`src/hdl/fud_pkg.sv`:
```
`default_nettype none
// ----------------------------------------------------------------------------
// fud_pkg
// types, codes and helpers shared by the urlencoded form decoder
// ----------------------------------------------------------------------------
package fud_pkg;

  localparam logic [7:0] CHAR_PCT = 8'h25;
  localparam logic [7:0] CHAR_AMP = 8'h26;
  localparam logic [7:0] CHAR_EQ  = 8'h3d;

  localparam int unsigned MaxResults = 3;

  typedef enum logic [2:0] {
    KIND_KEY     = 3'd0,
    KIND_VALUE   = 3'd1,
    KIND_KEY_END = 3'd2,
    KIND_PAIR    = 3'd3,
    KIND_DISCARD = 3'd4
  } kind_e;

  typedef struct packed {
    logic       in_value;
    logic [1:0] pend_cnt;
    logic [7:0] pend_char;
    logic       seg_started;
  } dec_state_t;

  typedef struct packed {
    logic [7:0] data;
    kind_e      kind;
  } res_t;

  typedef struct packed {
    logic [1:0] n;
    res_t [MaxResults-1:0] r;
  } res_list_t;

  // appends one result, ignored once the list is full
  function automatic res_list_t push(res_list_t l, logic [7:0] b, kind_e k);
    res_list_t o;
    o = l;
    case (l.n)
      2'd0: begin
        o.r[0] = '{data: b, kind: k};
        o.n    = 2'd1;
      end
      2'd1: begin
        o.r[1] = '{data: b, kind: k};
        o.n    = 2'd2;
      end
      2'd2: begin
        o.r[2] = '{data: b, kind: k};
        o.n    = 2'd3;
      end
      default: o = l;
    endcase
    return o;
  endfunction

  // bit 4 set when the char is not a hex digit
  function automatic logic [4:0] hex_val(logic [7:0] c);
    logic [4:0] v;
    if (c inside {[8'h30:8'h39]}) begin
      v = {1'b0, 4'(c - 8'h30)};
    end else if (c inside {[8'h41:8'h46]}) begin
      v = {1'b0, 4'(c - 8'h37)};
    end else if (c inside {[8'h61:8'h66]}) begin
      v = {1'b0, 4'(c - 8'h57)};
    end else begin
      v = 5'h10;
    end
    return v;
  endfunction

endpackage
`default_nettype wire

```
`src/hdl/fud_core.sv`:
```
`default_nettype none
// ----------------------------------------------------------------------------
// fud_core
// combinational decode of one body byte against the parser state
// ----------------------------------------------------------------------------
module fud_core (
  input  fud_pkg::dec_state_t st_i,
  input  logic [7:0]          byte_i,
  input  logic                last_i,
  output fud_pkg::dec_state_t st_o,
  output fud_pkg::res_list_t  res_o
);
  import fud_pkg::*;

  function automatic res_list_t flush_pend(dec_state_t fs, kind_e fk, res_list_t fl);
    res_list_t o;
    o = fl;
    if (fs.pend_cnt != 2'd0) o = push(o, CHAR_PCT, fk);
    if (fs.pend_cnt[1])      o = push(o, fs.pend_char, fk);
    return o;
  endfunction

  function automatic res_list_t close_seg(dec_state_t cs, res_list_t cl);
    res_list_t o;
    o = cl;
    if (cs.in_value) begin
      o = flush_pend(cs, KIND_VALUE, o);
      o = push(o, 8'h00, KIND_PAIR);
    end else if (cs.seg_started) begin
      o = push(o, 8'h00, KIND_DISCARD);
    end
    return o;
  endfunction

  dec_state_t s;
  res_list_t  l;
  kind_e      k;
  logic [7:0] first;
  logic [4:0] h1;
  logic [4:0] h2;

  always_comb begin
    s     = st_i;
    l     = '0;
    k     = st_i.in_value ? KIND_VALUE : KIND_KEY;
    first = st_i.pend_char;
    h1    = hex_val(st_i.pend_char);
    h2    = hex_val(byte_i);
    if (byte_i == CHAR_AMP) begin
      l = close_seg(s, l);
      s = '0;
    end else if (byte_i == CHAR_EQ && !st_i.in_value) begin
      l = flush_pend(s, KIND_KEY, l);
      if (last_i) begin
        l = push(l, 8'h00, KIND_PAIR);
        s = '0;
      end else begin
        l = push(l, 8'h00, KIND_KEY_END);
        s = '{in_value: 1'b1, pend_cnt: 2'd0, pend_char: 8'h00, seg_started: 1'b1};
      end
    end else begin
      s.seg_started = 1'b1;
      case (st_i.pend_cnt)
        2'd0: begin
          if (byte_i == CHAR_PCT) s.pend_cnt = 2'd1;
          else l = push(l, byte_i, k);
        end
        2'd1: begin
          s.pend_cnt  = 2'd2;
          s.pend_char = byte_i;
        end
        default: begin
          s.pend_cnt  = 2'd0;
          s.pend_char = 8'h00;
          if (!h1[4] && !h2[4]) begin
            l = push(l, {h1[3:0], h2[3:0]}, k);
          end else if (first == CHAR_PCT) begin
            s.pend_cnt  = 2'd2;
            s.pend_char = byte_i;
          end else begin
            l = push(l, first, k);
            if (byte_i == CHAR_PCT) s.pend_cnt = 2'd1;
            else l = push(l, byte_i, k);
          end
        end
      endcase
      if (last_i) begin
        l = close_seg(s, l);
        s = '0;
      end
    end
    st_o  = s;
    res_o = l;
  end

endmodule
`default_nettype wire

```
`src/hdl/form_urlencoded_decoder.sv`:
```
`default_nettype none
// ----------------------------------------------------------------------------
// form_urlencoded_decoder
// streaming decoder for an application/x-www-form-urlencoded body
// ----------------------------------------------------------------------------
// body bytes enter on the s_axis channel, tlast flags the final byte of the
// body. decoded words leave on the m_axis channel: tdata is the byte (zero
// for markers), tuser the kind (key byte, value byte, key ended, pair
// complete, segment discarded) and tlast flags the final word caused by one
// input byte. a byte causes zero to three words.
// a byte waits in the input register (or the skid entry behind it), is
// decoded combinationally and its words are loaded into the result register
// that drives m_axis. throughput: one byte per cycle while each byte gives
// at most one word and m_axis is ready; a byte giving more words holds the
// input until the single output port drains the result register, one word
// a cycle while m_axis is ready. a two-entry input buffer keeps s_axis_tready
// registered, so a stall on m_axis reaches the input once the skid entry is
// full; nothing is lost or dropped. reset clears the parser state and both
// buffers, the block then waits in the key state of an empty segment.
// ----------------------------------------------------------------------------
module form_urlencoded_decoder (
  input  logic       clk_i,
  input  logic       rst_ni,
  input  logic       s_axis_tvalid_i,
  output logic       s_axis_tready_o,
  input  logic [7:0] s_axis_tdata_i,   // data_byte
  input  logic       s_axis_tlast_i,   // body_end
  output logic       m_axis_tvalid_o,
  input  logic       m_axis_tready_i,
  output logic [7:0] m_axis_tdata_o,   // out_byte
  output logic [2:0] m_axis_tuser_o,   // kind
  output logic       m_axis_tlast_o    // last_of_run
);
  import fud_pkg::*;

  logic       in_valid_q, in_valid_d;
  logic [7:0] in_byte_q, in_byte_d;
  logic       in_last_q, in_last_d;
  logic       sk_valid_q, sk_valid_d;
  logic [7:0] sk_byte_q, sk_byte_d;
  logic       sk_last_q, sk_last_d;

  dec_state_t st_q, st_d;
  res_list_t  res;

  logic                  ob_valid_q, ob_valid_d;
  logic [1:0]            ob_cnt_q, ob_cnt_d;
  logic [1:0]            ob_idx_q, ob_idx_d;
  res_t [MaxResults-1:0] ob_q, ob_d;

  logic s_acc, m_acc, ob_last, load_ok, move, main_free;

  fud_core u_core (
    .st_i   (st_q),
    .byte_i (in_byte_q),
    .last_i (in_last_q),
    .st_o   (st_d),
    .res_o  (res)
  );

  assign s_axis_tready_o = !sk_valid_q;
  assign s_acc     = s_axis_tvalid_i && s_axis_tready_o;
  assign m_acc     = m_axis_tvalid_o && m_axis_tready_i;
  assign ob_last   = (ob_idx_q == ob_cnt_q - 2'd1);
  assign load_ok   = !ob_valid_q || (ob_last && m_axis_tready_i);
  assign move      = in_valid_q && load_ok;
  assign main_free = !in_valid_q || move;

  always_comb begin
    in_valid_d = in_valid_q;
    in_byte_d  = in_byte_q;
    in_last_d  = in_last_q;
    sk_valid_d = sk_valid_q;
    sk_byte_d  = sk_byte_q;
    sk_last_d  = sk_last_q;
    if (main_free) begin
      if (sk_valid_q) begin
        in_valid_d = 1'b1;
        in_byte_d  = sk_byte_q;
        in_last_d  = sk_last_q;
        sk_valid_d = 1'b0;
      end else begin
        in_valid_d = s_acc;
        in_byte_d  = s_axis_tdata_i;
        in_last_d  = s_axis_tlast_i;
      end
    end else if (s_acc) begin
      sk_valid_d = 1'b1;
      sk_byte_d  = s_axis_tdata_i;
      sk_last_d  = s_axis_tlast_i;
    end
  end

  always_comb begin
    ob_valid_d = ob_valid_q;
    ob_cnt_d   = ob_cnt_q;
    ob_idx_d   = ob_idx_q;
    ob_d       = ob_q;
    if (move) begin
      ob_valid_d = (res.n != 2'd0);
      ob_cnt_d   = res.n;
      ob_idx_d   = 2'd0;
      ob_d       = res.r;
    end else if (m_acc) begin
      if (ob_last) ob_valid_d = 1'b0;
      else ob_idx_d = ob_idx_q + 2'd1;
    end
  end

  always_ff @(posedge clk_i or negedge rst_ni) begin
    if (!rst_ni) begin
      in_valid_q <= 1'b0;
      sk_valid_q <= 1'b0;
      ob_valid_q <= 1'b0;
      ob_cnt_q   <= 2'd0;
      ob_idx_q   <= 2'd0;
      st_q       <= '0;
    end else begin
      in_valid_q <= in_valid_d;
      sk_valid_q <= sk_valid_d;
      ob_valid_q <= ob_valid_d;
      ob_cnt_q   <= ob_cnt_d;
      ob_idx_q   <= ob_idx_d;
      if (move) st_q <= st_d;
    end
  end

  always_ff @(posedge clk_i) begin
    in_byte_q <= in_byte_d;
    in_last_q <= in_last_d;
    sk_byte_q <= sk_byte_d;
    sk_last_q <= sk_last_d;
    ob_q      <= ob_d;
  end

  assign m_axis_tvalid_o = ob_valid_q;
  assign m_axis_tdata_o  = ob_q[ob_idx_q].data;
  assign m_axis_tuser_o  = ob_q[ob_idx_q].kind;
  assign m_axis_tlast_o  = ob_last;

  a_cnt_nonzero: assert property (@(posedge clk_i) disable iff (!rst_ni)
    ob_valid_q |-> ob_cnt_q != 2'd0)
    else $error("result register valid with no words");

  a_idx_range: assert property (@(posedge clk_i) disable iff (!rst_ni)
    ob_valid_q |-> ob_idx_q < ob_cnt_q)
    else $error("result index past word count");

  a_skid_order: assert property (@(posedge clk_i) disable iff (!rst_ni)
    sk_valid_q |-> in_valid_q)
    else $error("skid entry held with empty input register");

  a_pend_range: assert property (@(posedge clk_i) disable iff (!rst_ni)
    st_q.pend_cnt != 2'd3)
    else $error("pending escape count out of range");

endmodule
`default_nettype wire

```
`config.mk`:
```
export PLATFORM = sky130hd
export DESIGN_NAME = form_urlencoded_decoder
export DESIGN_NICKNAME = d
export VERILOG_FILES = /design/src/hdl/fud_pkg.sv /design/src/hdl/fud_core.sv /design/src/hdl/form_urlencoded_decoder.sv
export SDC_FILE = /design/constraint.sdc
export NUM_CORES = 1
export LEC_CHECK = 0
export BUFFER_PORTS_ARGS = -buffer_cell sky130_fd_sc_hd__buf_2
export CAP_MARGIN = 25
export CORE_ASPECT_RATIO = 1.4
export CORE_MARGIN = 4
export CORE_UTILIZATION = 55
export DETAILED_ROUTE_END_ITERATION = 10
export MAX_ROUTING_LAYER = met4
export PLACE_DENSITY = 0.88
export RECOVER_POWER = 50
export SLEW_MARGIN = 20
export SYNTH_ARGS = -nofsm -noshare
export SYNTH_HDL_FRONTEND = slang
export SYNTH_SLANG_ARGS = --single-unit
```
`constraint.sdc`:
```
create_clock -name clk_i -period 2.65 [get_ports clk_i]
set_input_delay 0.265 -clock clk_i [delete_from_list [all_inputs] [get_ports clk_i]]
set_output_delay 0.265 -clock clk_i [all_outputs]
set_load 0.01 [all_outputs]
```
==> metrics, run 1 <==
status finished, final reports clean; post-route non-filler standard cell count between 500 and 600; CTS Buffer Depth 2; Final ANT Viol Nets 0; EDFF count, synth 51; Synth Cell Area slightly below 4000 sq um; Port Buffers 26; crit path launch type flop; CTS Sinks 70; final WL a little over 9 mm; die area approximately 8500 sq um; via density per instance between 5 and 6; DP Cell Count 490; final worst-path cycle share 0.9548; row cnt 35; Fin. Hold Viols 0; Synth Warn # 0; max-cap viol count 0; detailed placement HPWL ~6.8 mm; ys async rst share 0.2714; R2R Setup Slk 0.12 ns; Max H-tree Level 3; clock slew at reported path FFs roughly 0.08 ns; vias in the first global route roughly 3.1k; Placement Cell Area between 4000 and 5000 sq um; Total Routing Usage GR 0.2412; via count between 3k and 4k; first-pass GRT wire length ~15 mm; Peak supply drop 0.0006679 V; Crit path arrival time roughly 2.6 ns; Storage cell area between 2000 and 2500 sq um; Worst Hold Class input port to flop; height of the die 107.3 microns; Root Driver clkbuf_8; Synth Register Bits 70; kind of critical path flop to flop; nets@finish 434; Setup crit end kind flop; num ports 27; most used routing layer in global routing met2; Syn Area/Cell ~11 sq um; CP required approximately 2.7 ns; RSZ-0062 raised after global routing no; top cell type's share of synthesized area 0.3957; P_leak 0.001707 uW; synth cell count leaders edfxtp_1 (51), nand2_1 (45), nor2_1 (20); chip width between 70 and 80 microns; Synth Flop Type edfxtp_1; Synth Instances roughly 360; Hold Worst Slack a little under 0.1 ns; clk_skew between 0.006 and 0.007 ns; Reg2Reg Capture Point ob_q[5]; CTS Buf Count 9; largest net degree at the start of global routing 34; initial antenna violation count 0; r2r worst-path depth 9; Worst setup endpoint ob_q[5]; biggest area consumer among synthesized cells edfxtp_1; most common cell in the netlist edfxtp_1; final instance area about 4500 sq um; Slew Viols, Final 0; Clock Latency Late Sink 0.35 ns; Pre-antenna DRT Iters 5; core area 6700 sq um; worst-margin pin slew approximately 1.2 ns; Fill cells 533; worst reg2reg startpoint st_q[1]; Synth area leaders edfxtp_1 (40%), dfrtp_1 (12%), nand2_1 (4.4%); Initial Utilization 0.5776; final setup fails 0; area growth from synthesis to layout 16.20%; Antenna Cells 0; met1 Use GR 0.2691; Netlist cell types 66; Iter 0 DRT Violations 287; FMAX just under 400 MHz; layout cell share with drive strength beyond 1 0.1866; WL/cell about 18 microns; slew margin rel. 0.2312; CP Launch Point st_q[1]; Pwr Total approximately 4600 uW; sequential fraction of the synthesis area 0.5186; minimum clock period ~2.5 ns; grt ovf 0; crit-path max FO 8; routability-driven placement congestion ratio between 0.9 and 1; Multi-input gate area between 1500 and 2000 sq um; met2 GRT Util 0.4083; DRC Markers 0; CTS tree done; PwrDens slightly above 1000 nW/um^2; met3 Track Usage GR 0.03183; TNS Setup 0 ns
report_power, final:
part	switching (uW)	internal (uW)	total [uW]
sequential	293	1720	2010
combinational	1020	674	1700
clock	413	523	936
total	1730	2920	4650
cell families after synthesis:
family / after synthesis / synth area share
other: 1 / 0.0009690
DFF: 70 / 0.5186
adders and majority gates: 8 / 0.02587
muxes: 25 / 0.06822
buffers and inverters: 33 / 0.03459
and+or+nand+nor: 113 / 0.1568
AOI/OAI and AO/OA: 101 / 0.1836
xor gates and xnor gates: 5 / 0.01132
layer usage:
metal,up-vias,part of all wire
li1,1452,-
met1,1444,0.39
met2,122,0.51
met3,37,0.051
met4,0,0.044
met5,-,0
worst min path at each step:
stage / from / endpoint / slack (ns) / depth (start not counted)
after floorplan: rst_ni / in_valid_q / -0.03 / 0
after global placement: rst_ni / in_valid_q / 0.23 / 1
after detailed placement: rst_ni / in_valid_q / 0.24 / 1
after CTS: s_axis_tdata_i[1] / sk_byte_q[1] / 0.09 / 1
after global routing: s_axis_tdata_i[1] / sk_byte_q[1] / 0.1 / 1
final: s_axis_tdata_i[6] / sk_byte_q[6] / 0.1 / 1
per-stage QoR:
step                  util  setup slack (ns)
floorplan                -            0.1494
global placement    0.6392           0.09615
detailed placement  0.6392           0.07394
CTS                 0.6725           0.05036
global route        0.6711           0.01195
finish              0.6711            0.1197
state kept, by name, indices dropped and copies added, names as in the netlist:
name and cells:
sk_last_q 1, in_valid_q 1, st_q 12, m_axis_tvalid_o 1, ob_q 33, in_last_q 1, sk_valid_q 1, sk_byte_q 8
in_byte_q 8, ob_idx_q 2, ob_cnt_q 2
critical path: stages, from the launching register on:
cell      delay, ns
dfrtp_1        0.39
buf_4          0.16
ha_1           0.24
nor3b_1        0.19
nor4bb_1       0.10
a21o_1         0.24
and2_2         0.28
a31o_1         0.24
a211oi_1       0.30
o22ai_1        0.13
timing repair:
item	CTS	global route
gates resized for setup	0	3
setup buffers	0	3
hold buffers	1	0
endpoints found under the setup margin	0	10
hold endpoints to repair	19	0
cell usage in the layout, fill, tap and decap left out, types with 3 or more instances in the layout:
master / count
xnor2_1: 4
a21oi_1: 19
o21bai_1: 3
mux2_2: 11
nor2_1: 20
ha_1: 8
a22o_1: 11
a31oi_1: 6
a21o_1: 4
clkbuf_8: 9
buf_2: 8
buf_4: 28
o211ai_1: 4
a32o_1: 3
nor3_1: 6
clkbuf_1: 23
o22ai_1: 3
nand3_1: 5
o21ai_0: 19
o21ai_1: 6
dfrtp_1: 19
edfxtp_1: 51
inv_1: 12
nor4_1: 3
conb_1: 8
nand2_1: 44
mux2i_1: 14
nor2b_1: 6
final cells by class:
class                   count  share of cell area
well taps                  92             0.02560
clock buffers               9             0.02755
clock inverters             7             0.01976
multi-input cells         260              0.3937
inverters                  12             0.01002
repair buffers             60             0.07707
flip-flops and latches     70              0.4463
Note: power is estimated with default switching activity, not from simulation.
==> run 2: changes to the inputs <==
--- a/config.mk
+++ b/config.mk
@@ -9,10 +9,10 @@
 export CAP_MARGIN = 25
 export CORE_ASPECT_RATIO = 1.4
 export CORE_MARGIN = 4
-export CORE_UTILIZATION = 55
+export CORE_UTILIZATION = 45
 export DETAILED_ROUTE_END_ITERATION = 10
 export MAX_ROUTING_LAYER = met4
-export PLACE_DENSITY = 0.88
+export PLACE_DENSITY = 0.76
 export RECOVER_POWER = 50
 export SLEW_MARGIN = 20
 export SYNTH_ARGS = -nofsm -noshare
==> metrics, run 2 (synthesis results as in run 1) <==
status finished, final reports clean (unchanged); Clock Latency Late Sink 0.34 ns (was 0.35 ns); Pre-antenna DRT Iters 5 (unchanged); via count 3079 (was 3055); largest net degree at the start of global routing 34 (unchanged); Placement Cell Area 4295 sq um (was 4283 sq um); CP required 2.72 ns (was 2.74 ns); Slew Viols, Final 0 (unchanged); Peak supply drop 0.0006337 V (was 0.0006679 V); Port Buffers 26 (unchanged); DRC Markers 0 (unchanged); num ports 27 (unchanged); detailed placement HPWL 6.940 mm (was 6.849 mm); FMAX 392.0 MHz (was 395.2 MHz); Final ANT Viol Nets 0 (unchanged); Comb pwr share 0.352 (was 0.365); initial antenna violation count 0 (unchanged); met1 WL 3.650 mm (was 3.600 mm); Initial Utilization 0.4665 (was 0.5776); Worst Hold Class input port to flop (unchanged); chip width 86.38 microns (was 78.90 microns); Setup crit end kind flop (unchanged); Fin. Hold Viols 0 (unchanged); CTS tree done (unchanged); crit path launch type flop (unchanged); slew margin rel. 0.2623 (was 0.2312); largest registers ob_q: 33 flops, st_q: 12 flops (unchanged); kind of critical path flop to flop (unchanged); Total Routing Usage GR 0.1993 (was 0.2412); nets@finish 431 (was 434); final worst-path cycle share 0.9628 (was 0.9548); uppermost routed layer met4 (unchanged); PwrDens 1045 nW/um^2 (was 1033 nW/um^2); Iter 0 DRT Violations 377 (was 287); commonest non-fill, non-tap cell in the layout edfxtp_1 (unchanged); CTS Buf Count 9 (unchanged); routability-driven placement congestion ratio 0.9639 (was 0.9760); final setup fails 0 (unchanged); WL/cell 18.13 microns (was 18.06 microns); clock slew at reported path FFs 0.06 ns (was 0.08 ns); final WL 9.371 mm (was 9.211 mm); Root Driver clkbuf_16 (was clkbuf_8); minimum clock period 2.551 ns (was 2.530 ns); P_int 3025 uW (was 2918 uW); Sw Pwr 1723 uW (was 1730 uW); Sw Ratio 0.3628 (was 0.3722); routed wl met2 4.735 mm (was 4.742 mm); die area 10170 sq um (was 8461 sq um); area growth from synthesis to layout 17.36% (was 16.20%); RSZ-0062 raised after global routing yes (was no); height of the die 117.7 microns (was 107.3 microns); Max H-tree Level 3 (unchanged); setup bufs post-CTS 0 (unchanged); Biggest register ob_q (unchanged); clk_skew 0.008596 ns (was 0.006725 ns); max-cap viol count 0 (unchanged); max reg flops 33 (unchanged); layout cell share with drive strength beyond 1 0.1952 (was 0.1866); Clock Power Share 0.220 (was 0.201); Layout Utilization 0.5475 (was 0.6711); sequential share of power 0.428 (was 0.433); P_leak 0.001730 uW (was 0.001707 uW); Antenna Cells 0 (unchanged); CTS Sinks 70 (unchanged); CTS Buffer Depth 2 (unchanged); crit-path max FO 9 (was 8); Hold Worst Slack 0.1168 ns (was 0.09869 ns); grt ovf 0 (unchanged); core area 8295 sq um (was 6700 sq um); row cnt 39 (was 35); final instance area 4542 sq um (was 4497 sq um); vias in the first global route 3033 (was 3106); via density per instance 5.956 (was 5.990); Crit path arrival time 2.62 ns (about the same); most frequent cells in the layout edfxtp_1 (51), nand2_1 (44), buf_4 (25) (was edfxtp_1 (51), nand2_1 (44), buf_4 (28)); first-pass GRT wire length 15.26 mm (was 15.24 mm); worst-margin pin slew 1.107 ns (was 1.153 ns); met3 WL 483 microns (was 466 microns)
run 2: cell count changes in the layout (fill, tap and decap cells not counted), moves of 2 or more:
cell | before | now
buf_4 | 28 | 25
clkbuf_2 | 0 | 2
clkbuf_8 | 9 | 0
buf_2 | 8 | 14
clkbuf_16 | 0 | 9
bufinv_16 | 2 | 0
clkbuf_1 | 23 | 18
run 2: power by group through the flow:
stage / clock network [uW] / registers (uW) / logic (uW)
CTS: 1080 / 2030 / 1720
floorplan: 0 / 1880 / 1220
finish: 1050 / 2030 / 1670
global placement: 0 / 2010 / 1680
detailed placement: 0 / 2040 / 1710
global route: 1120 / 2080 / 1840
run 2: area by class of cell:
class,instances,area (sq um)
inverters,12,45.04
repair buffers,57,334.1
multi-input cells,260,1768
clock buffers,12,236.5
fillers,742,3754
flip-flops and latches,70,2007
well taps,102,127.6
clock inverters,4,23.77
run 2: metal layers:
metal,GRT usage,vias to the layer above
met5,-,-
met4,0.1452,0
met3,0.03431,38
met2,0.3147,124
met1,0.2220,1469
li1,-,1448
run 2: path summary, 6_finish.rpt:
kind | slack (ns) | to | start | cells after the start
max in group asynchronous | 1.32 | st_q[1] | rst_ni | 2
min in group asynchronous | 0.66 | st_q[9] | rst_ni | 2
max | 0.1 | ob_q[5] | st_q[1] | 10
min | 0.12 | sk_byte_q[1] | s_axis_tdata_i[1] | 1
max reg2reg | 0.1 | ob_q[5] | st_q[1] | 10
min reg2reg | 0.54 | ob_cnt_q[0] | ob_cnt_q[0] | 1
run 2: critical path, cell delays in order (launching register included):
cell,delay (ns)
dfrtp_1,0.41
inv_1,0.12
ha_1,0.19
nor3b_1,0.24
nor4bb_2,0.09
a21o_1,0.23
and2_2,0.27
buf_4,0.18
a31o_1,0.20
a211oi_1,0.25
o22ai_1,0.10
run 2: metrics by stage:
stage                      TNS [ns]  setup WS, ns  instances  power (uW)
after floorplan                   0        0.1494        363        3101
after global placement            0        0.1757        500        3696
after detailed placement          0       0.03262        500        3754
after CTS                         0       0.01093        517        4829
after global routing      -0.009720     -0.009720        517        5038
final                             0       0.09866        517        4748
run 2: timing repair:
item	4_1_cts	5_1_grt
endpoints found under the setup margin	0	15
resized for setup	0	4
hold buffers	1	0
endpoints found under the hold margin	19	0
